### src/rqr_pkg.sv
// Shared types, constants and helpers for the ring queue with removal.
// Used by the controller, the datapath, the top level and the checker.
package rqr_pkg;

  localparam int DEPTH   = 16;
  localparam int ID_BITS = 8;
  localparam int PTR_W   = $clog2(DEPTH);
  localparam int CNT_W   = PTR_W + 1;

  typedef logic [ID_BITS-1:0] id_t;
  typedef logic [PTR_W-1:0]   ptr_t;
  typedef logic [CNT_W-1:0]   cnt_t;

  typedef enum logic [1:0] {
    ACT_INSERT = 2'd0,
    ACT_POP    = 2'd1,
    ACT_REMOVE = 2'd2,
    ACT_NOP    = 2'd3
  } action_t;

  typedef enum logic [1:0] {
    ST_OK        = 2'd0,
    ST_POP_EMPTY = 2'd1,
    ST_INS_FULL  = 2'd2,
    ST_NOT_FOUND = 2'd3
  } status_t;

  // Commands from the controller to the datapath.
  typedef struct packed {
    logic    latch_in;   // capture the request and clear the result
    logic    k_clear;
    logic    k_inc;
    logic    rd_k1;      // read slot at offset k+1 instead of k
    logic    wr_tail;    // write the request id at offset entry_count
    logic    wr_k;       // write the read data at offset k
    logic    head_adv;
    logic    count_inc;
    logic    count_dec;
    logic    take_pop;   // popped id takes the read data
    logic    set_status;
    status_t status;
    logic    load_out;
  } cmd_t;

  // Status from the datapath to the controller.
  typedef struct packed {
    action_t action;
    logic    full;
    logic    empty;
    logic    match;
    logic    k_zero;
    logic    k_last;     // k+1 reaches entry_count
    logic    out_free;
  } sts_t;

  // Physical slot of the entry at offset off from head, wrapping at size.
  // Both head and off stay below size, so one subtraction is enough.
  function automatic ptr_t slot_index(ptr_t head, cnt_t off, cnt_t size);
    logic [CNT_W:0] sum;
    sum = {2'b00, head} + {1'b0, off};
    if (sum >= {1'b0, size}) begin
      sum = sum - {1'b0, size};
    end
    return sum[PTR_W-1:0];
  endfunction

endpackage

### src/rqr_ctrl.sv
// Controller state machine of the ring queue: sequences insert, pop and
// the search-and-shift of a remove. Depends on rqr_pkg.
module rqr_ctrl (
  input  logic          clk,
  input  logic          rst,
  input  logic          in_valid,
  output logic          in_ready,
  input  rqr_pkg::sts_t sts,
  output rqr_pkg::cmd_t cmd
);
  import rqr_pkg::*;

  typedef enum logic [8:0] {
    S_IDLE     = 9'b000000001,
    S_DISPATCH = 9'b000000010,
    S_POP_RD   = 9'b000000100,
    S_POP_TAKE = 9'b000001000,
    S_SRCH_RD  = 9'b000010000,
    S_SRCH_CMP = 9'b000100000,
    S_SHIFT_RD = 9'b001000000,
    S_SHIFT_WR = 9'b010000000,
    S_FINISH   = 9'b100000000
  } state_t;

  state_t state, state_next;

  assign in_ready = (state == S_IDLE);

  always_ff @(posedge clk) begin
    if (rst) begin
      state <= S_IDLE;
    end else begin
      state <= state_next;
    end
  end

  always_comb begin
    state_next = state;
    cmd        = '0;
    cmd.status = ST_OK;
    case (state)
      S_IDLE: begin
        if (in_valid) begin
          cmd.latch_in = 1'b1;
          state_next   = S_DISPATCH;
        end
      end
      S_DISPATCH: begin
        cmd.k_clear = 1'b1;
        case (sts.action)
          ACT_INSERT: begin
            if (sts.full) begin
              cmd.set_status = 1'b1;
              cmd.status     = ST_INS_FULL;
            end else begin
              cmd.wr_tail   = 1'b1;
              cmd.count_inc = 1'b1;
            end
            state_next = S_FINISH;
          end
          ACT_POP: begin
            if (sts.empty) begin
              cmd.set_status = 1'b1;
              cmd.status     = ST_POP_EMPTY;
              state_next     = S_FINISH;
            end else begin
              state_next = S_POP_RD;
            end
          end
          ACT_REMOVE: begin
            if (sts.empty) begin
              cmd.set_status = 1'b1;
              cmd.status     = ST_NOT_FOUND;
              state_next     = S_FINISH;
            end else begin
              state_next = S_SRCH_RD;
            end
          end
          default: begin
            state_next = S_FINISH;
          end
        endcase
      end
      S_POP_RD: begin
        state_next = S_POP_TAKE;
      end
      S_POP_TAKE: begin
        cmd.take_pop  = 1'b1;
        cmd.head_adv  = 1'b1;
        cmd.count_dec = 1'b1;
        state_next    = S_FINISH;
      end
      S_SRCH_RD: begin
        state_next = S_SRCH_CMP;
      end
      S_SRCH_CMP: begin
        if (sts.match) begin
          if (sts.k_zero) begin
            // Taking out the head entry only moves the head and lowers the count.
            cmd.head_adv  = 1'b1;
            cmd.count_dec = 1'b1;
            state_next    = S_FINISH;
          end else begin
            state_next = S_SHIFT_RD;
          end
        end else if (sts.k_last) begin
          cmd.set_status = 1'b1;
          cmd.status     = ST_NOT_FOUND;
          state_next     = S_FINISH;
        end else begin
          cmd.k_inc  = 1'b1;
          state_next = S_SRCH_RD;
        end
      end
      S_SHIFT_RD: begin
        if (sts.k_last) begin
          cmd.count_dec = 1'b1;
          state_next    = S_FINISH;
        end else begin
          cmd.rd_k1  = 1'b1;
          state_next = S_SHIFT_WR;
        end
      end
      S_SHIFT_WR: begin
        cmd.wr_k   = 1'b1;
        cmd.k_inc  = 1'b1;
        state_next = S_SHIFT_RD;
      end
      S_FINISH: begin
        if (sts.out_free) begin
          cmd.load_out = 1'b1;
          state_next   = S_IDLE;
        end
      end
      default: begin
        state_next = S_IDLE;
      end
    endcase
  end

endmodule

### src/rqr_datapath.sv
// Datapath of the ring queue: slot memory, head and count registers, the
// search offset, the size register and the output register. Depends on rqr_pkg.
module rqr_datapath (
  input  logic                  clk,
  input  logic                  rst,
  input  rqr_pkg::cmd_t         cmd,
  output rqr_pkg::sts_t         sts,
  input  logic [1:0]            in_action,
  input  rqr_pkg::id_t          in_id,
  input  logic                  cfg_we,
  input  logic [4:0]            cfg_data,
  output logic                  out_valid,
  input  logic                  out_ready,
  output rqr_pkg::id_t          out_popped,
  output logic [1:0]            out_status,
  output rqr_pkg::cnt_t         out_count
);
  import rqr_pkg::*;

  id_t     slots [DEPTH];
  id_t     rdata;
  ptr_t    head;
  cnt_t    entry_count;
  ptr_t    k;
  logic [4:0] queue_size;
  action_t action;
  id_t     req_id;
  id_t     popped;
  status_t status;

  cnt_t    size;
  cnt_t    k_off;
  cnt_t    k1_off;
  ptr_t    rd_addr;
  ptr_t    wr_addr;
  cnt_t    head_inc;

  // Zero or anything above DEPTH behaves as the full ring.
  assign size = (queue_size == '0 || queue_size > 5'(DEPTH))
                ? CNT_W'(DEPTH) : CNT_W'(queue_size);

  assign k_off    = {1'b0, k};
  assign k1_off   = k_off + 1'b1;
  assign rd_addr  = slot_index(head, cmd.rd_k1 ? k1_off : k_off, size);
  assign wr_addr  = slot_index(head, cmd.wr_tail ? entry_count : k_off, size);
  assign head_inc = {1'b0, head} + 1'b1;

  always_ff @(posedge clk) begin
    rdata <= slots[rd_addr];
    if (cmd.wr_tail) begin
      slots[wr_addr] <= req_id;
    end else if (cmd.wr_k) begin
      slots[wr_addr] <= rdata;
    end
  end

  always_ff @(posedge clk) begin
    if (rst) begin
      queue_size  <= 5'(DEPTH);
      head        <= '0;
      entry_count <= '0;
    end else if (cfg_we) begin
      queue_size  <= cfg_data;
      head        <= '0;
      entry_count <= '0;
    end else begin
      if (cmd.head_adv) begin
        head <= (head_inc == size) ? '0 : head_inc[PTR_W-1:0];
      end
      if (cmd.count_inc) begin
        entry_count <= entry_count + 1'b1;
      end else if (cmd.count_dec) begin
        entry_count <= entry_count - 1'b1;
      end
    end
  end

  always_ff @(posedge clk) begin
    if (cmd.latch_in) begin
      action <= action_t'(in_action);
      req_id <= in_id;
      popped <= '0;
      status <= ST_OK;
    end else begin
      if (cmd.take_pop) begin
        popped <= rdata;
      end
      if (cmd.set_status) begin
        status <= cmd.status;
      end
    end
    if (cmd.k_clear) begin
      k <= '0;
    end else if (cmd.k_inc) begin
      k <= k + 1'b1;
    end
  end

  always_ff @(posedge clk) begin
    if (rst) begin
      out_valid <= 1'b0;
    end else if (cmd.load_out) begin
      out_valid <= 1'b1;
    end else if (out_ready) begin
      out_valid <= 1'b0;
    end
  end

  always_ff @(posedge clk) begin
    if (cmd.load_out) begin
      out_popped <= popped;
      out_status <= status;
      out_count  <= entry_count;
    end
  end

  assign sts.action   = action;
  assign sts.full     = (entry_count >= size);
  assign sts.empty    = (entry_count == '0);
  assign sts.match    = (rdata == req_id);
  assign sts.k_zero   = (k == '0);
  assign sts.k_last   = (k1_off >= entry_count);
  assign sts.out_free = !out_valid || out_ready;

endmodule

### src/ring_queue_with_removal_core.sv
// Top level of the ring queue with removal: stream ports around the
// controller (rqr_ctrl) and the datapath (rqr_datapath). Depends on rqr_pkg.
//
// Channel   Direction  Moves
// s_axis    in         request: action on tuser, process id on tdata
// m_axis    out        result: popped id and count on tdata, status on tuser
// cfg       in         write of queue_size, which also empties the queue
//
// One request at a time, from acceptance to the result: insert, no-op, pop on
// empty and remove on empty go through dispatch and finish; a pop adds a read
// and a take step; a remove searches from the head with a read and a compare
// step per slot, and a remove at offset k > 0 then shifts each later slot toward
// the head with a read and a write step, since the slot memory has a single read port.
// A new request is taken while the previous result waits in the output
// register; a stalled output holds the next result in the finish step.
// Reset is synchronous; it clears head and count, sets queue_size to DEPTH,
// and leaves the slot memory as it is.
module ring_queue_with_removal_core (
  input  logic        clk,
  input  logic        rst,
  input  logic        s_axis_tvalid,
  output logic        s_axis_tready,
  input  logic [7:0]  s_axis_tdata,   // [7:0] process_id
  input  logic [1:0]  s_axis_tuser,   // [1:0] action
  output logic        m_axis_tvalid,
  input  logic        m_axis_tready,
  output logic [15:0] m_axis_tdata,   // [7:0] popped_id, [12:8] item_count
  output logic [1:0]  m_axis_tuser,   // [1:0] status
  input  logic        cfg_valid,
  output logic        cfg_ready,
  input  logic [4:0]  cfg_data
);
  import rqr_pkg::*;

  cmd_t cmd;
  sts_t sts;
  id_t  out_popped;
  cnt_t out_count;

  assign cfg_ready = 1'b1;

  rqr_ctrl u_ctrl (
    .clk      (clk),
    .rst      (rst),
    .in_valid (s_axis_tvalid),
    .in_ready (s_axis_tready),
    .sts      (sts),
    .cmd      (cmd)
  );

  rqr_datapath u_dp (
    .clk        (clk),
    .rst        (rst),
    .cmd        (cmd),
    .sts        (sts),
    .in_action  (s_axis_tuser),
    .in_id      (s_axis_tdata),
    .cfg_we     (cfg_valid && cfg_ready),
    .cfg_data   (cfg_data),
    .out_valid  (m_axis_tvalid),
    .out_ready  (m_axis_tready),
    .out_popped (out_popped),
    .out_status (m_axis_tuser),
    .out_count  (out_count)
  );

  assign m_axis_tdata = {3'b000, out_count, out_popped};

endmodule

### config.mk
export PLATFORM = sky130hd
export DESIGN_NAME = ring_queue_with_removal_core
export DESIGN_NICKNAME = d
export VERILOG_FILES = /design/src/rqr_pkg.sv /design/src/rqr_ctrl.sv /design/src/rqr_datapath.sv /design/src/ring_queue_with_removal_core.sv
export SDC_FILE = /design/constraint.sdc
export NUM_CORES = 1
export LEC_CHECK = 0
export ABC_CLOCK_PERIOD_IN_PS = 8700
export BUFFER_PORTS_ARGS = -buffer_cell sky130_fd_sc_hd__buf_2
export CORE_MARGIN = 8
export CORE_UTILIZATION = 60
export CTS_CLUSTER_SIZE = 25
export DETAILED_ROUTE_END_ITERATION = 6
export PLACE_DENSITY = 0.84
export REMOVE_ABC_BUFFERS = 1
export SLEW_MARGIN = 30
export SYNTH_ARGS = -nofsm -noshare
export SYNTH_HDL_FRONTEND = slang
export SYNTH_SLANG_ARGS = --single-unit
### constraint.sdc
create_clock -name clk -period 8.7 [get_ports clk]
set_input_delay 0 -clock clk [delete_from_list [all_inputs] [get_ports clk]]
set_output_delay 0 -clock clk [all_outputs]
set_load 0.02 [all_outputs]
After elaboration in Yosys (flattened, before gate mapping)
Memory sizes are Yosys's and may differ from the RTL's. A register that Yosys moved wholly into a read port is not among the register bits.
Index checks and enable logic that the tools add are counted.
- input bits: 20
- register bits after elaboration: 63
- memories kept: 1
- bits in writable memories: 128
- mux-type cells: 52
- add/sub/neg operators: 9
- bitwise operators: 1
- $lt $le $gt $ge: 5
- eq/ne operators: 15
- reductions and logical operators: 11
- memories (memory ; depth ; width ; rd ports ; clocked after Yosys merged registers in ; wr ports ; RTL line ; source):
    u_dp.slots ; 16 ; 8 ; 1 ; 1 ; 1 ; rqr_datapath.sv:20 ; id_t slots [DEPTH];
- operators with widths (kind ; count):
    9-bit one-hot mux with 9 select lines ; 1
    9-bit two-way mux ; 8
    5-bit two-way mux ; 5
    1-bit two-way mux ; 23
    9-bit one-hot mux with 2 select lines ; 1
    3-bit two-way mux ; 5
    4-bit by 5-bit adder with 6-bit output ; 2
    6-bit by 5-bit >= comparator with 1-bit output ; 2
    4-bit two-way mux ; 3
    4-bit by 1-bit adder with 5-bit output (second input constant) ; 2
    5-bit >= comparator ; 2
    5-bit logical NOT ; 2
    9-bit by 1-bit equality test with 1-bit output (second input constant) ; 1
    9-bit by 2-bit equality test with 1-bit output (second input constant) ; 1
    9-bit by 3-bit equality test with 1-bit output (second input constant) ; 1
    9-bit by 4-bit equality test with 1-bit output (second input constant) ; 1
    9-bit by 5-bit equality test with 1-bit output (second input constant) ; 1
    9-bit by 6-bit equality test with 1-bit output (second input constant) ; 1
    9-bit by 7-bit equality test with 1-bit output (second input constant) ; 1
    9-bit by 8-bit equality test with 1-bit output (second input constant) ; 1
    9-bit equality test (second input constant) ; 1
    3-bit one-hot mux with 3 select lines ; 1
    8-bit equality test ; 1
    8-bit two-way mux ; 1
    20 further kinds ; 25

Depth between registers and ports, before layout
Gate-level depths: netlist of the first run.
- depth in word-level cells: 11
- depth in mapped cells: 25
- depth with buffers taken out: 23

Cells and area by module
A second synthesis of the first run with hierarchy kept.
- cells, all modules: 925
- area, all modules: 10149.7 um^2
- modules (own cells, without submodules) (module ; area each (um^2) ; cells each ; seq. area each (um^2) ; times used):
    rqr_datapath ; 9391.5 ; 838 ; 5335.1 ; 1
    rqr_ctrl ; 720.7 ; 81 ; 180.2 ; 1
    ring_queue_with_removal_core ; 37.5 ; 6 ; 0.0 ; 1

Worst setup path before layout of the first run
No wires, ideal clock.
- path type: register to register
- start point: register u_dp.queue_size[0]
- end point: memory u_dp.slots[11][0] (netlist name), enable pin
- cell stages (with the launch flop): 24
- path slack: 2374 ps
- library setup time: 370 ps
- data arrival time: 5956 ps
- path buffers: 0
- path through: dfxtp_1 or4_1 ha_1 nand2b_1 ha_1 a21o_1 a21o_1 a21oi_1 o2111ai_1 clkinv_1 nand2_1 o21ai_0 ha_1 fa_1 inv_1 fa_1 a21bo_1 a21o_1 a21o_1 a221oi_2 mux2_2 a21oi_1 nand2_1 nor2_1
- word-level cells in the longest chain between the ends: 11
- elaborated cells between the ends (all ways): 18
- classes of those cells: 2 x add/sub; 3 x order compare; 10 x mux; 1 x bitwise; 2 x reduce/logical
- ends and longest elaborated chain (element ; RTL line ; source):
    start: declaration ; rqr_datapath.sv:25 ; logic [4:0] queue_size;
    start signal: assignment ; rqr_datapath.sv:59 ; queue_size <= 5'(DEPTH);
    start signal: assignment ; rqr_datapath.sv:63 ; queue_size <= cfg_data;
    5-bit > comparator or 5-bit logical NOT (tied branches) ; rqr_datapath.sv:39 ; assign size = (queue_size == '0 || queue_size > 5'(DEPTH))
    1-bit logical OR ; rqr_datapath.sv:39 ;
    5-bit two-way mux (*) ; rqr_datapath.sv:40 ; ? CNT_W'(DEPTH) : CNT_W'(queue_size);
    5-bit >= comparator ; rqr_datapath.sv:118 ; assign sts.full = (entry_count >= size);
    1-bit two-way mux ; rqr_ctrl.sv:52 ; if (sts.full) begin
    1-bit two-way mux ; rqr_ctrl.sv:50 ; case (sts.action)
    1-bit two-way mux ; rqr_ctrl.sv:41 ; case (state)
    5-bit two-way mux ; rqr_datapath.sv:45 ; assign wr_addr = slot_index(head, cmd.wr_tail ? entry_count : k_off, size);
    4-bit by 5-bit adder with 6-bit output ; rqr_pkg.sv:60 ; sum = {2'b00, head} + {1'b0, off};
    6-bit by 5-bit >= comparator with 1-bit output or 4-bit subtractor (tied branches) ; rqr_pkg.sv:61, rqr_pkg.sv:62 ;
    4-bit two-way mux ; rqr_pkg.sv:61 ; if (sum >= {1'b0, size}) begin
    end: declaration ; rqr_datapath.sv:20 ;
Every way passes the cells marked *; elsewhere a longest branch is shown, timed or not.

Final worst setup path of the first run
- start point: register u_dp.queue_size[0]
- end point: memory u_dp.slots[7][0] (netlist name), enable pin
Same word-level chain as after synthesis.

==> out/results.md, run 1 <==
| Step | Item | Value |
|---|---|---|
| run status | Result of the run | finished, final reports clean |
| yosys | Number of synthesized register bits | 199 |
| cts | Maximum root-to-sink buffer count | 2 |
| finish | Most common cell after layout, fill and taps aside | sky130_fd_sc_hd__edfxtp_1 |
| yosys | Total of warnings raised by yosys | 0 |
| critical path | Slowest library cell on the worst path | sky130_fd_sc_hd__o2111ai_1 |
| yosys | Most area-consuming cells after synthesis | sky130_fd_sc_hd__edfxtp_1 49%, sky130_fd_sc_hd__dfxtp_1 9.9%, sky130_fd_sc_hd__mux2i_1 8.9% |
| grt | Global-route wire length before repair | 33.22 mm |
| placed design | Half-perimeter wire length of the detailed placement result | 14.08 mm |
| critical path | Setup slack on the worst flop-to-flop path | 1.04 ns |
| yosys | Cells after synthesis | 713 |
| cts | TritonCTS sink count | 199 |
| critical path | Most frequent CP cell | sky130_fd_sc_hd__a21o_1 |
| yosys | Total standard cell area after synthesis | 9283 um2 |
| critical path | RR Startpoint | u_dp.queue_size[0] |
| yosys | Post-synthesis mux area share | 10.41% |
| finish | Final non-filler cell total | 983 |
| timing | Final period util | 88.00% |
| yosys | Async set-or-reset flop fraction in the synthesized netlist | 0% |
| cts | Number of buffers added by the clock tree synthesis step | 17 |
| floorplan | Width of the die | 140.4 um |
| critical path | Slowest Stage Delay on Critical Path | 0.78 ns |
| critical path | Worst endpoint required time | 8.77 ns |
| drt | Residual antenna-violating net count after detailed routing | 0 |
| critical path | Number of buffers and inverters on the critical path | 2 |
| floorplan | FP Rows | 45 |
| timing | Worst-case headroom to the max-slew limit | 36.62% |
| timing | Final hold violation count | 0 |
| drt | Number of iterations in the first detailed-routing pass | 7 |
| drt | Total wire length | 21.79 mm |
| critical path | CP cell instances | or4_1 -> ha_1 -> nand2b_1 -> ha_1 -> a21o_1 -> a21o_1 -> a21oi_1 -> o2111ai_1 -> clkinv_1 -> o21ai_0 -> ha_1 -> fa_1 -> inv_1 -> fa_1 -> a21bo_1 -> a21o_1 -> a21o_1 -> a221oi_2 -> mux2_2 -> a21oi_1 -> nand2_1 -> nor2_1 |
| yosys | Post-Synth Adder-Cell Area | 6.470% |
| cts | Htree depth | 4 |
| yosys | XOR/XNOR Fraction of Synth Area | 3.491% |
| critical path | Capturing element type of the critical path | register |
| flow run | Number of violations of the max-capacitance limit | 0 |
| critical path | Worst Path Class, Setup | reg -> reg |
| floorplan | Die height | 140.4 um |
| floorplan | Initial Util | 61.29% |
| drt | Routed wire length per instance | 22.16 um |
| timing | Final setup violation count | 0 |
| finish | Leading cell types in the layout, fill and taps excluded | 153 x sky130_fd_sc_hd__edfxtp_1, 82 x sky130_fd_sc_hd__mux2i_1, 63 x sky130_fd_sc_hd__nor2_1, 46 x sky130_fd_sc_hd__dfxtp_1, 40 x sky130_fd_sc_hd__ha_1 |
| drt | First-iteration detailed-routing DRC count | 572 |
| yosys | Dominant combinational cell family by area after synthesis | multiplexers |
| yosys | Register area share after synthesis | 59.42% |
| yosys | Number of synthesized flops with an enable pin | 153 |
| min path | Hold crit path type | in -> reg |
| drt | DRC violation count after routing | 0 |
| yosys | Number of distinct library cell variants in the gate-level netlist after synthesis | 60 |
| timing | Tightest Pin Transition | 0.9497 ns |
| timing | Final Max Tran Viols | 0 |
| finish | Ant diodes | 0 |
| power and ir drop | Peak VDD IR | 0.1486 mV |
| timing | Maximum operating frequency | 130.6 MHz |
| timing | Clock Skew | 0.01030 ns |
| floorplan | Core outline area | 15150 um2 |
| drt | Vias per cell | 6.481 |
| finish | Area growth from synthesis to final layout | 13.22% |
| power and ir drop | Leakage | 3.697 nW |
| critical path | Kind of start point of the critical path | register |
| cts | Clk Tree Root Cell | sky130_fd_sc_hd__clkbuf_16 |
| critical path | Source of the critical timing path | u_dp.queue_size[0] |
| grt | Vias in the first global route | 6123 |
| finish | Number of nets in the final layout | 847 |
| timing | Accumulated negative setup slack | 0 ns |
| floorplan | I/O Pins | 41 |
| cts | Clock latency of the later-clocked register in the worst-skew pair | 0.44 ns |
| yosys | Cell type with the largest total area after synthesis | sky130_fd_sc_hd__edfxtp_1 |
| yosys | Post-synthesis compound-gate area fraction | 8.006% |
| cts | Clock transition time at the flip-flop clock pins of the worst setup and hold paths | 0.07 ns |
| critical path | Arrival time of data at the critical path endpoint | 7.73 ns |
| finish | Share of layout cells above drive strength 1 | 11.57% |
| yosys | Top cell type's share of synthesized area | 49.49% |
| floorplan | Area enclosed by the die boundary | 19710 um2 |
| placed design | Placer Congestion | 0.9003 |
| grt | Initial antenna violation count | 1 |
| yosys | Synthesized-area fraction occupied by and/or/nand/nor cells | 9.368% |
| grt | Overall global routing resource usage | 22.14% |
| timing | RSZ-0062 raised after global routing | no |
| placed design | Input/output buffers | 36 |
| finish | End-of-flow core utilization | 69.39% |
| power and ir drop | Total power density per cell area | 195.3 nW/um2 |
| yosys | Average cell area after synthesis | 13.02 um2 |
| min path | Origin of the worst min-delay path | cfg_valid |
| grt | Sum of overflow across all layers after global routing | 0 |
| grt | Largest net degree at the start of global routing | 41 |
| critical path | Worst path top cell family by delay | compound AO/OA/AOI/OAI gates |
| drt | Routed via count | 6371 |
| cts | TritonCTS clock tree | built |
| yosys | Top FF cell, synth | sky130_fd_sc_hd__edfxtp_1 |
| critical path | Critical Path Fanout Max | 11 |
| timing | Time the final worst path needs with I/O delays and setup | 7.656 ns |
| placed design | Placed instance count | 921 |
[cell usage after synthesis (all sizes together) (3+ instances only)]
| library cell | instances |
|---|---|
| nand4 | 3 |
| a31oi | 10 |
| nand2b | 7 |
| nand2 | 29 |
| mux2i | 83 |
| nor3b | 3 |
| clkbuf | 9 |
| o211ai | 3 |
| a21oi | 26 |
| or3 | 5 |
| and2 | 3 |
| ha | 40 |
| o22ai | 33 |
| nand4b | 4 |
| edfxtp | 153 |
| buf | 13 |
| mux2 | 12 |
| xor2 | 11 |
| o21ai | 17 |
| xnor2 | 26 |
| nand3 | 5 |
| nor3 | 13 |
| or2 | 3 |
| nor2b | 7 |
| inv | 28 |
| o21bai | 3 |
| dfxtp | 46 |
| fa | 5 |
| nor4 | 6 |
| nor2 | 63 |
| or4 | 10 |
| a21o | 10 |
[state kept, by name, summed over array words and instances, names as in the netlist]
name              cells
u_dp.out_status       2
u_dp.out_count        5
u_dp.action           2
u_dp.queue_size       5
u_dp.slots          128
u_dp.head             4
u_dp.k                4
u_dp.entry_count      5
u_dp.status           2
u_dp.rdata            8
u_ctrl.state          9
u_dp.out_valid        1
u_dp.popped           8
u_dp.req_id           8
u_dp.out_popped       8
[kinds of logic (layout without fill, tap and decap cells)]
group / count (synthesis) / in the layout
buffers and inverters: 51 / 131
multiplexers: 95 / 95
adder cells (fa/ha/maj): 45 / 45
flip-flops: 199 / 199
other: 2 / 4
AO/OA/AOI/OAI: 117 / 117
XOR/XNOR: 37 / 37
AND/OR/NAND/NOR: 167 / 167
[power by group]
part	internal, mW	switching (mW)
registers	1.05	0.0189
clock network	0.412	0.372
logic	0.0789	0.126
total	1.54	0.517
[what timing repair did]
| action | 4_1_cts | 5_1_grt |
|---|---|---|
| hold buffers | 30 | 0 |
| setup buffers | 0 | 0 |
| gates resized for setup | 0 | 0 |
| hold endpoints to repair | 23 | 0 |
[cell type report]
type                       count  area (um2)
clock buffer                  19       432.9
clock inverter                13       156.4
fill                         919        4636
inverter                      29       108.9
multi-input combinational    465        3531
sequential                   199        5515
tap                          188       235.2
timing repair buffer          70       530.5
[worst min-delay path, delay by kind of cell]
| kind | cells | cell delay (ns) |
|---|---|---|
| simple gates | 2 | 0.33 |
| buf+inv | 1 | 0.20 |
[path summary, 6_finish.rpt]
kind / end / cells after the start
worst max-delay path: u_dp.slots[7][0] / 22
worst min-delay path: u_dp.entry_count[0] / 3
worst max register to register: u_dp.slots[7][0] / 22
worst min register to register: u_dp.out_popped[3] / 0
[layer usage]
metal	wire, um	global-route usage, %	vias to the layer above
li1	-	-	2812
met1	8567	27.03	3069
met2	10520	36.80	403
met3	1904	4.825	85
met4	786	10.51	2
met5	13	0	-
[per-stage QoR]
stage                     area (um2)  power, mW  setup slack [ns]  hold slack, ns
after global routing           10510      2.100            0.7807          0.1583
after CTS                      10510      2.040             1.324         0.09719
after detailed placement        9620      1.266             1.372          0.1787
after floorplan                 9143      1.208           -0.8622         0.06907
after global placement          9605      1.256             1.723          0.1788
final                          10510      2.052             1.044          0.1231
(Power assumes the default switching activity.)
==> run 2, diff against run 1 <==
Settings changed: ABC_CLOCK_PERIOD_IN_PS 8700 to 9300.
Clock period 8.7 ns to 9.3 ns, I/O delays scaled along.
==> run 2 against run 1 <==
Effect of this change:
- routed wire length is 0.28% higher
- design area about the same
- count of clock-buffer cells in the layout fell by 1
- total power is 6.1% lower
- die area stayed put
- flip-flop and latch count unchanged
- global-route usage rose by 0.57 points
- core utilization is essentially flat
==> out/results.md, run 2 (synthesis results as in run 1) <==
| Step | Item | Value | vs previous |
|---|---|---|---|
| placed design | Half-perimeter wire length of the detailed placement result | 14.30 mm | was 14.08 mm |
| critical path | Slowest library cell on the worst path | sky130_fd_sc_hd__nor2_1 | was sky130_fd_sc_hd__o2111ai_1 |
| finish | Fillers | 930 | was 919 |
| grt | Vias in the first global route | 6274 | was 6123 |
| critical path | Worst path top cell family by delay | compound AO/OA/AOI/OAI gates | unchanged |
| run status | Result of the run | finished, final reports clean | unchanged |
| timing | Final period util | 82.37% | was 88.00% |
| drt | Number of iterations in the first detailed-routing pass | 5 | was 7 |
| critical path | CP cell instances | or4_1 -> ha_1 -> nand2b_1 -> ha_1 -> a21o_1 -> a21o_1 -> a21oi_1 -> o2111ai_1 -> clkinv_1 -> o21ai_0 -> ha_1 -> fa_1 -> inv_1 -> fa_1 -> a21bo_1 -> a21o_1 -> a21o_1 -> a221oi_2 -> mux2_2 -> a21boi_1 -> nand2_1 -> nor2_1 | was or4_1 -> ha_1 -> nand2b_1 -> ha_1 -> a21o_1 -> a21o_1 -> a21oi_1 -> o2111ai_1 -> clkinv_1 -> o21ai_0 -> ha_1 -> fa_1 -> inv_1 -> fa_1 -> a21bo_1 -> a21o_1 -> a21o_1 -> a221oi_2 -> mux2_2 -> a21oi_1 -> nand2_1 -> nor2_1 |
| critical path | Critical Path Fanout Max | 11 | unchanged |
| timing | Tightest Pin Transition | 0.9006 ns | was 0.9497 ns |
| placed design | Pre-CTS worst setup slack | 1.981 ns | was 1.372 ns |
| cts | Number of buffers added by the clock tree synthesis step | 17 | unchanged |
| critical path | Setup slack on the worst flop-to-flop path | 1.64 ns | was 1.04 ns |
| timing | RSZ-0062 raised after global routing | no | unchanged |
| timing | Worst-case headroom to the max-slew limit | 39.90% | was 36.62% |
| floorplan | Initial Util | 61.29% | unchanged |
| cts | TritonCTS sink count | 199 | unchanged |
| critical path | RR Startpoint | u_dp.queue_size[0] | unchanged |
| finish | Biggest register | u_dp.slots | unchanged |
| timing | Final setup violation count | 0 | unchanged |
| timing | Accumulated negative setup slack | 0 ns | unchanged |
| finish | Ant diodes | 0 | unchanged |
| power and ir drop | Total power density per cell area | 183.4 nW/um2 | was 195.3 nW/um2 |
| drt | Vias per cell | 6.450 | was 6.481 |
| critical path | Slowest Stage Delay on Critical Path | 0.75 ns | was 0.78 ns |
| critical path | Worst endpoint required time | 9.37 ns | was 8.77 ns |
| grt | Overall global routing resource usage | 22.71% | was 22.14% |
| timing | Final hold violation count | 0 | unchanged |
| finish | Area growth from synthesis to final layout | 13.16% | was 13.22% |
| cts | Clk Tree Root Cell | sky130_fd_sc_hd__clkbuf_16 | unchanged |
| cts | Clock latency of the later-clocked register in the worst-skew pair | 0.45 ns | was 0.44 ns |
| critical path | Destination of the worst register-to-register timing path | u_dp.slots[1][7] | was u_dp.slots[7][0] |
| grt | Initial antenna violation count | 0 | was 1 |
| drt | Residual antenna-violating net count after detailed routing | 0 | unchanged |
| timing | Final Max Tran Viols | 0 | unchanged |
| min path | Number of cells traversed by the worst hold path | 3 | unchanged |
| critical path | Arrival time of data at the critical path endpoint | 7.73 ns | about the same |
| drt | First-iteration detailed-routing DRC count | 727 | was 572 |
| cts | TritonCTS clock tree | built | unchanged |
| min path | Capture endpoint of the worst hold path | u_dp.entry_count[0] | unchanged |
| placed design | Input/output buffers | 36 | unchanged |
| min path | Hold crit path type | in -> reg | unchanged |
| floorplan | I/O Pins | 41 | unchanged |
| placed design | Placer Congestion | 0.9036 | was 0.9003 |
| drt | DRC violation count after routing | 0 | unchanged |
| cts | Maximum root-to-sink buffer count | 2 | unchanged |
| critical path | Most frequent CP cell | sky130_fd_sc_hd__a21o_1 | unchanged |
| critical path | Worst Path Class, Setup | reg -> reg | unchanged |
| placed design | Placed Instance Area | 9593 um2 | was 9620 um2 |
| finish | Share of layout cells above drive strength 1 | 11.59% | was 11.57% |
| finish | Registers with the most flip-flops | u_dp.slots (128), u_ctrl.state (9) | unchanged |
| floorplan | Die height | 140.4 um | unchanged |
| finish | Number of nets in the final layout | 846 | was 847 |
| placed design | Placed instance count | 920 | was 921 |
| critical path | Number of buffers and inverters on the critical path | 2 | unchanged |
| finish | Cell area after layout | 10500 um2 | was 10510 um2 |
| finish | Max reg flops | 128 | unchanged |
| power and ir drop | Peak VDD IR | 0.1360 mV | was 0.1486 mV |
| grt | Largest net degree at the start of global routing | 65 | was 41 |
| floorplan | Area enclosed by the die boundary | 19710 um2 | unchanged |
| min path | Origin of the worst min-delay path | cfg_valid | unchanged |
| grt | Global-route wire length before repair | 34.20 mm | was 33.22 mm |
| finish | Most common cell after layout, fill and taps aside | sky130_fd_sc_hd__edfxtp_1 | unchanged |
| critical path | Kind of start point of the critical path | register | unchanged |
| drt | Routed via count | 6334 | was 6371 |
| grt | Sum of overflow across all layers after global routing | 0 | unchanged |
| floorplan | FP Rows | 45 | unchanged |
| timing | Time the final worst path needs with I/O delays and setup | 7.661 ns | was 7.656 ns |
| drt | Routed wire length per instance | 22.25 um | was 22.16 um |
| power and ir drop | PnR Total Power | 1.927 mW | was 2.052 mW |
| finish | Final non-filler cell total | 982 | was 983 |
| cts | Quantity of hold-fixing buffers added after cts | 30 | unchanged |
| timing | Least setup slack across all paths after layout | 1.639 ns | was 1.044 ns |
| critical path | Capturing element type of the critical path | register | unchanged |
| cts | Post-CTS Resized | 0 | unchanged |
| timing | Clock Skew | 0.01575 ns | was 0.01030 ns |
| power and ir drop | Leakage | 3.692 nW | was 3.697 nW |
| cts | Total setup buffers inserted after CTS | 0 | unchanged |
| cts | Clock transition time at the flip-flop clock pins of the worst setup and hold paths | 0.07 ns | about the same |
| critical path | Source of the critical timing path | u_dp.queue_size[0] | unchanged |
| cts | Htree depth | 4 | unchanged |
| floorplan | Width of the die | 140.4 um | unchanged |
| drt | Total wire length | 21.85 mm | was 21.79 mm |
| floorplan | Core outline area | 15150 um2 | unchanged |
| timing | Maximum operating frequency | 130.5 MHz | was 130.6 MHz |
| finish | Leading cell types in the layout, fill and taps excluded | 153 x sky130_fd_sc_hd__edfxtp_1, 82 x sky130_fd_sc_hd__mux2i_1, 63 x sky130_fd_sc_hd__nor2_1, 46 x sky130_fd_sc_hd__dfxtp_1, 40 x sky130_fd_sc_hd__ha_1 | unchanged |
| flow run | Number of violations of the max-capacitance limit | 0 | unchanged |
| critical path | Number of cells on the worst reg-to-reg path | 22 | unchanged |
[run 2: cell count changes in the layout (fill, tap and decap cells not counted)]
| cell | before | now |
|---|---|---|
| sky130_fd_sc_hd__clkinv_8 | 2 | 5 |
| sky130_fd_sc_hd__buf_8 | 1 | 0 |
| sky130_fd_sc_hd__inv_8 | 6 | 2 |
| sky130_fd_sc_hd__inv_6 | 2 | 4 |
| sky130_fd_sc_hd__clkbuf_1 | 2 | 1 |
| sky130_fd_sc_hd__buf_12 | 1 | 0 |
| sky130_fd_sc_hd__buf_6 | 0 | 1 |
[run 2: worst register-to-register path: stages, from the launching register on]
cell and delay [ns]:
sky130_fd_sc_hd__dfxtp_1 0.32, sky130_fd_sc_hd__or4_1 0.55, sky130_fd_sc_hd__ha_1 0.32, sky130_fd_sc_hd__nand2b_1 0.27, sky130_fd_sc_hd__ha_1 0.36, sky130_fd_sc_hd__a21o_1 0.11, sky130_fd_sc_hd__a21o_1 0.11, sky130_fd_sc_hd__a21oi_1 0.07
sky130_fd_sc_hd__o2111ai_1 0.73, sky130_fd_sc_hd__clkinv_1 0.38, sky130_fd_sc_hd__o21ai_0 0.29, sky130_fd_sc_hd__ha_1 0.25, sky130_fd_sc_hd__fa_1 0.45, sky130_fd_sc_hd__inv_1 0.11, sky130_fd_sc_hd__fa_1 0.21, sky130_fd_sc_hd__a21bo_1 0.22
sky130_fd_sc_hd__a21o_1 0.19, sky130_fd_sc_hd__a21o_1 0.18, sky130_fd_sc_hd__a221oi_2 0.64, sky130_fd_sc_hd__mux2_2 0.29, sky130_fd_sc_hd__a21boi_1 0.23, sky130_fd_sc_hd__nand2_1 0.25, sky130_fd_sc_hd__nor2_1 0.75
[run 2: cell type report]
type,count,area [um2],share of cell area [%]
clock inverters,14,177.7,1.691
clock buffers,18,429.2,4.086
well taps,188,235.2,2.239
flip-flops and latches,199,5515,52.51
inverters,29,108.9,1.036
multi-input cells,465,3531,33.62
repair buffers,69,506.7,4.824
[run 2: per-stage QoR]
| step | hold WS, ns | util, % |
|---|---|---|
| after global placement | 0.1785 | 63.34 |
| after global routing | 0.1588 | 69.35 |
| after CTS | 0.09443 | 69.33 |
| after detailed placement | 0.1787 | 63.34 |
| final | 0.1424 | 69.35 |
| after floorplan | 0.06907 | - |
[run 2: per-layer routing]
layer	global-route usage [%]	share of wire, %	vias up
li1	-	-	2805
met1	27.45	39	3098
met2	38.97	50	360
met3	4.893	8.4	71
met4	8.857	2.9	0
met5	0	0	-
[run 2: worst max path at each step]
stage	cells after the start	to	slack (ns)
2_1_floorplan	20	u_dp.rdata[0]	-0.26
5_1_grt	22	u_dp.slots[1][7]	1.24
3_5_place_dp	21	u_dp.slots[7][1]	1.98
6_report	22	u_dp.slots[1][7]	1.64
3_3_place_gp	23	u_dp.slots[7][4]	2.32
4_1_cts	22	u_dp.slots[1][7]	1.80
[run 2: power by group]
part	internal, mW	switching [mW]	total [mW]	leakage, nW
registers	0.978	0.0188	0.996	1.76
clock network	0.386	0.356	0.742	0.295
logic	0.0737	0.115	0.188	1.64
total	1.44	0.489	1.93	3.69
==> run 3, diff against run 2 <==
Settings changed: ABC_AREA from default to 1, ABC_CLOCK_PERIOD_IN_PS 9300 to 7760.
Clock period 9.3 ns to 7.76 ns, I/O delays scaled along.
==> run 3 against run 2 <==
Effect of this change:
- sequential share of layout area down 3.0 points
- combinational power up 12%
- area after synthesis up 7.5%
- flip-flop and latch count unchanged
- final cell count up 39%
- global-route usage up 1.1 points
- total power up 18%
- count of clock-buffer cells in the layout unchanged
- clock skew down 0.0035 ns
- via count up 24%
- hold slack worse by 0.12 ns
==> out/results.md, run 3 <==
| Step | Item | Value | vs previous |
|---|---|---|---|
| finish | Number of nets in the final layout | 1196 | was 846 |
| cts | Htree depth | 4 | unchanged |
| timing | Time the final worst path needs with I/O delays and setup | 6.866 ns | was 7.661 ns |
| drt | Number of iterations in the first detailed-routing pass | 6 | was 5 |
| critical path | Setup slack on the worst flop-to-flop path | 0.89 ns | was 1.64 ns |
| yosys | Total standard cell area after synthesis | 9978 um2 | was 9283 um2 |
| timing | Final Max Tran Viols | 0 | unchanged |
| yosys | Top cell type's share of synthesized area | 46.04% | was 49.49% |
| power and ir drop | Peak VDD IR | 0.1501 mV | was 0.1360 mV |
| critical path | Critical Path Fanout Max | 14 | was 11 |
| min path | Number of cells traversed by the worst hold path | 3 | unchanged |
| power and ir drop | Leakage | 5.041 nW | was 3.692 nW |
| power and ir drop | PnR Total Power | 2.265 mW | was 1.927 mW |
| floorplan | Width of the die | 145.0 um | was 140.4 um |
| yosys | Number of synthesized flops with an enable pin | 153 | unchanged |
| yosys | Most common cell in the netlist | sky130_fd_sc_hd__inv_1 | was sky130_fd_sc_hd__edfxtp_1 |
| yosys | Post-synth top cells | 199 x sky130_fd_sc_hd__inv_1, 185 x sky130_fd_sc_hd__nand2_1, 181 x sky130_fd_sc_hd__nand3_1 | was 153 x sky130_fd_sc_hd__edfxtp_1, 83 x sky130_fd_sc_hd__mux2i_1, 63 x sky130_fd_sc_hd__nor2_1 |
| cts | Clk Tree Root Cell | sky130_fd_sc_hd__clkbuf_16 | unchanged |
| floorplan | Area enclosed by the die boundary | 21010 um2 | was 19710 um2 |
| yosys | Number of synthesized register bits | 199 | unchanged |
| timing | Worst-case headroom to the max-slew limit | 39.38% | was 39.90% |
| finish | Area growth from synthesis to final layout | 11.70% | was 13.16% |
| finish | Leading cell types in the layout, fill and taps excluded | 199 x sky130_fd_sc_hd__inv_1, 185 x sky130_fd_sc_hd__nand2_1, 181 x sky130_fd_sc_hd__nand3_1, 153 x sky130_fd_sc_hd__edfxtp_1, 68 x sky130_fd_sc_hd__nor2_1 | was 153 x sky130_fd_sc_hd__edfxtp_1, 82 x sky130_fd_sc_hd__mux2i_1, 63 x sky130_fd_sc_hd__nor2_1, 46 x sky130_fd_sc_hd__dfxtp_1, 40 x sky130_fd_sc_hd__ha_1 |
| min path | Origin of the worst min-delay path | s_axis_tvalid | was cfg_valid |
| floorplan | I/O Pins | 41 | unchanged |
| drt | First-iteration detailed-routing DRC count | 1008 | was 727 |
| cts | Total setup buffers inserted after CTS | 0 | unchanged |
| floorplan | FP Rows | 47 | was 45 |
| yosys | Cells after synthesis | 1074 | was 713 |
| critical path | Destination of the worst register-to-register timing path | u_dp.slots[7][2] | was u_dp.slots[1][7] |
| grt | Global-route wire length before repair | 40.39 mm | was 34.20 mm |
| critical path | Arrival time of data at the critical path endpoint | 6.94 ns | was 7.73 ns |
| timing | Final setup violation count | 0 | unchanged |
| min path | Hold crit path type | in -> reg | unchanged |
| yosys | Async set-or-reset flop fraction in the synthesized netlist | 0% | unchanged |
| floorplan | Die height | 145.0 um | was 140.4 um |
| floorplan | Core outline area | 16410 um2 | was 15150 um2 |
| grt | Overall global routing resource usage | 23.84% | was 22.71% |
| cts | TritonCTS sink count | 199 | unchanged |
| yosys | Most area-consuming cells after synthesis | sky130_fd_sc_hd__edfxtp_1 46%, sky130_fd_sc_hd__dfxtp_1 9.2%, sky130_fd_sc_hd__nand3_1 9.1% | was sky130_fd_sc_hd__edfxtp_1 49%, sky130_fd_sc_hd__dfxtp_1 9.9%, sky130_fd_sc_hd__mux2i_1 8.9% |
| timing | Least setup slack across all paths after layout | 0.8941 ns | was 1.639 ns |
| timing | Final period util | 88.48% | was 82.37% |
| grt | Sum of overflow across all layers after global routing | 0 | unchanged |
| drt | Vias per cell | 5.747 | was 6.450 |
| finish | Cell area after layout | 11150 um2 | was 10500 um2 |
| drt | DRC violation count after routing | 0 | unchanged |
| yosys | Average cell area after synthesis | 9.291 um2 | was 13.02 um2 |
| critical path | Kind of start point of the critical path | register | unchanged |
| power and ir drop | Total power density per cell area | 203.2 nW/um2 | was 183.4 nW/um2 |
| finish | Registers with the most flip-flops | u_dp.slots (128), u_ctrl.state (9) | unchanged |
| placed design | Placed instance count | 1305 | was 920 |
| flow run | Number of violations of the max-capacitance limit | 0 | unchanged |
| placed design | Half-perimeter wire length of the detailed placement result | 16.05 mm | was 14.30 mm |
| floorplan | Initial Util | 60.82% | was 61.29% |
| timing | Clock Skew | 0.01229 ns | was 0.01575 ns |
| yosys | Number of distinct library cell variants in the gate-level netlist after synthesis | 43 | was 60 |
| critical path | Capturing element type of the critical path | register | unchanged |
| critical path | RR Startpoint | u_dp.queue_size[3] | was u_dp.queue_size[0] |
| drt | Residual antenna-violating net count after detailed routing | 0 | unchanged |
| placed design | Placer Congestion | 0.9714 | was 0.9036 |
| timing | Accumulated negative setup slack | 0 ns | unchanged |
| timing | RSZ-0062 raised after global routing | no | unchanged |
| placed design | Input/output buffers | 36 | unchanged |
| finish | End-of-flow core utilization | 67.93% | was 69.35% |
| min path | Capture endpoint of the worst hold path | u_ctrl.state[3] | was u_dp.entry_count[0] |
| finish | Max reg flops | 128 | unchanged |
| grt | Initial antenna violation count | 0 | unchanged |
| run status | Result of the run | finished, final reports clean | unchanged |
| finish | Most common cell after layout, fill and taps aside | sky130_fd_sc_hd__inv_1 | was sky130_fd_sc_hd__edfxtp_1 |
| yosys | Total of warnings raised by yosys | 0 | unchanged |
| finish | Share of layout cells above drive strength 1 | 8.566% | was 11.59% |
| yosys | Cell type with the largest total area after synthesis | sky130_fd_sc_hd__edfxtp_1 | unchanged |
| cts | Maximum root-to-sink buffer count | 2 | unchanged |
| yosys | Top FF cell, synth | sky130_fd_sc_hd__edfxtp_1 | unchanged |
| placed design | Pre-CTS worst setup slack | 1.284 ns | was 1.981 ns |
| drt | Total wire length | 24.84 mm | was 21.85 mm |
| cts | Clock transition time at the flip-flop clock pins of the worst setup and hold paths | 0.07 ns | about the same |
| drt | Routed wire length per instance | 18.21 um | was 22.25 um |
| placed design | Placed Instance Area | 10300 um2 | was 9593 um2 |
| timing | Tightest Pin Transition | 0.9061 ns | was 0.9006 ns |
| critical path | Number of cells on the worst reg-to-reg path | 25 | was 22 |
| cts | Clock latency of the later-clocked register in the worst-skew pair | 0.44 ns | was 0.45 ns |
| drt | Routed via count | 7839 | was 6334 |
| timing | Final hold violation count | 0 | unchanged |
| cts | Number of buffers added by the clock tree synthesis step | 17 | unchanged |
| cts | TritonCTS clock tree | built | unchanged |
| finish | Ant diodes | 0 | unchanged |
| finish | Biggest register | u_dp.slots | unchanged |
| yosys | Register area share after synthesis | 55.27% | was 59.42% |
| timing | Maximum operating frequency | 145.6 MHz | was 130.5 MHz |
| critical path | Worst Path Class, Setup | reg -> reg | unchanged |
| critical path | Worst endpoint required time | 7.83 ns | was 9.37 ns |
| timing | Worst-case hold slack | 0.01816 ns | was 0.1424 ns |
| grt | Vias in the first global route | 7858 | was 6274 |
| grt | Largest net degree at the start of global routing | 50 | was 65 |
| finish | Final non-filler cell total | 1364 | was 982 |
run 3: changes by cell type after synthesis, moves of 9 or more:
cell	change
sky130_fd_sc_hd__o21ai_0	+29
sky130_fd_sc_hd__mux2_2	-12
sky130_fd_sc_hd__mux2i_1	-83
sky130_fd_sc_hd__nand2_1	+156
sky130_fd_sc_hd__inv_1	+172
sky130_fd_sc_hd__or4_1	-10
sky130_fd_sc_hd__xnor2_1	-17
sky130_fd_sc_hd__o22ai_1	-33
sky130_fd_sc_hd__nand3_1	+177
sky130_fd_sc_hd__buf_2	+15
sky130_fd_sc_hd__a31oi_1	-9
sky130_fd_sc_hd__a21o_1	-10
sky130_fd_sc_hd__a21oi_1	+10
run 3: worst max-delay path: stages (launching register included):
cell	delay, ns
sky130_fd_sc_hd__dfxtp_1	0.34
sky130_fd_sc_hd__nor2_1	0.10
sky130_fd_sc_hd__nand3_1	0.08
sky130_fd_sc_hd__ha_1	0.30
sky130_fd_sc_hd__nor2_1	0.36
sky130_fd_sc_hd__inv_1	0.23
sky130_fd_sc_hd__ha_1	0.23
sky130_fd_sc_hd__a21oi_1	0.21
sky130_fd_sc_hd__o221ai_1	0.19
sky130_fd_sc_hd__a21oi_1	0.34
sky130_fd_sc_hd__nand3_1	0.51
sky130_fd_sc_hd__o21ai_0	0.63
sky130_fd_sc_hd__ha_1	0.33
sky130_fd_sc_hd__nand3_1	0.11
sky130_fd_sc_hd__nand2_1	0.07
sky130_fd_sc_hd__nand2_1	0.10
sky130_fd_sc_hd__nand2_1	0.07
sky130_fd_sc_hd__inv_1	0.07
sky130_fd_sc_hd__ha_1	0.27
sky130_fd_sc_hd__nand2_1	0.07
sky130_fd_sc_hd__inv_1	0.04
sky130_fd_sc_hd__a221oi_1	0.30
sky130_fd_sc_hd__o21ai_1	0.24
sky130_fd_sc_hd__a21oi_1	0.38
sky130_fd_sc_hd__nand3_1	0.28
sky130_fd_sc_hd__nor2_1	0.65
run 3: cells by family (layout without fill, tap and decap cells):
logic type | Yosys count | count (layout) | share of synthesized area, %
AO/OA/AOI/OAI | 90 | 90 | 4.916
flip-flops | 199 | 199 | 55.27
other | 2 | 4 | 0.07526
adder cells (fa/ha/maj) | 45 | 45 | 6.019
buffers and inverters | 237 | 305 | 9.567
AND/OR/NAND/NOR | 474 | 474 | 21.78
XOR/XNOR | 27 | 27 | 2.370
run 3: repair_timing:
| item | in CTS | in global routing |
|---|---|---|
| hold buffers | 27 | 0 |
| gates resized for setup | 0 | 0 |
| endpoints found under the setup margin | 0 | 0 |
| hold endpoints to repair | 26 | 0 |
run 3: area by class of cell:
class | instances | area, um2
clock buffers | 18 | 429.2
clock inverters | 14 | 148.9
fillers | 1146 | 5261
inverters | 204 | 765.7
multi-input cells | 640 | 3516
flip-flops and latches | 199 | 5515
well taps | 220 | 275.3
repair buffers | 69 | 495.5
run 3: how the worst max path moves through the flow:
stage | start | to | slack [ns]
after floorplan | u_dp.queue_size[2] | u_dp.slots[15][0] | 2.56
after global placement | u_dp.queue_size[2] | u_dp.slots[15][3] | 1.41
after detailed placement | u_dp.queue_size[0] | u_dp.slots[7][2] | 1.28
after CTS | u_dp.queue_size[0] | u_dp.slots[7][2] | 1.10
after global routing | u_dp.queue_size[0] | u_dp.slots[7][2] | 0.42
final | u_dp.queue_size[3] | u_dp.slots[7][2] | 0.89
run 3: power breakdown:
part           internal (mW)  switching (mW)  total, mW  leakage (nW)
Clock                  0.431           0.435      0.866         0.280
Combinational         0.0690           0.142      0.211          3.00
Sequential              1.17          0.0212       1.19          1.76
run 3: metal layers:
metal	global-route usage [%]	share of wire (%)	vias up
met5	0	0	-
met4	11.52	4.1	0
met3	5.379	9.4	97
met2	39.86	48	485
met1	28.69	38	3625
li1	-	-	3632
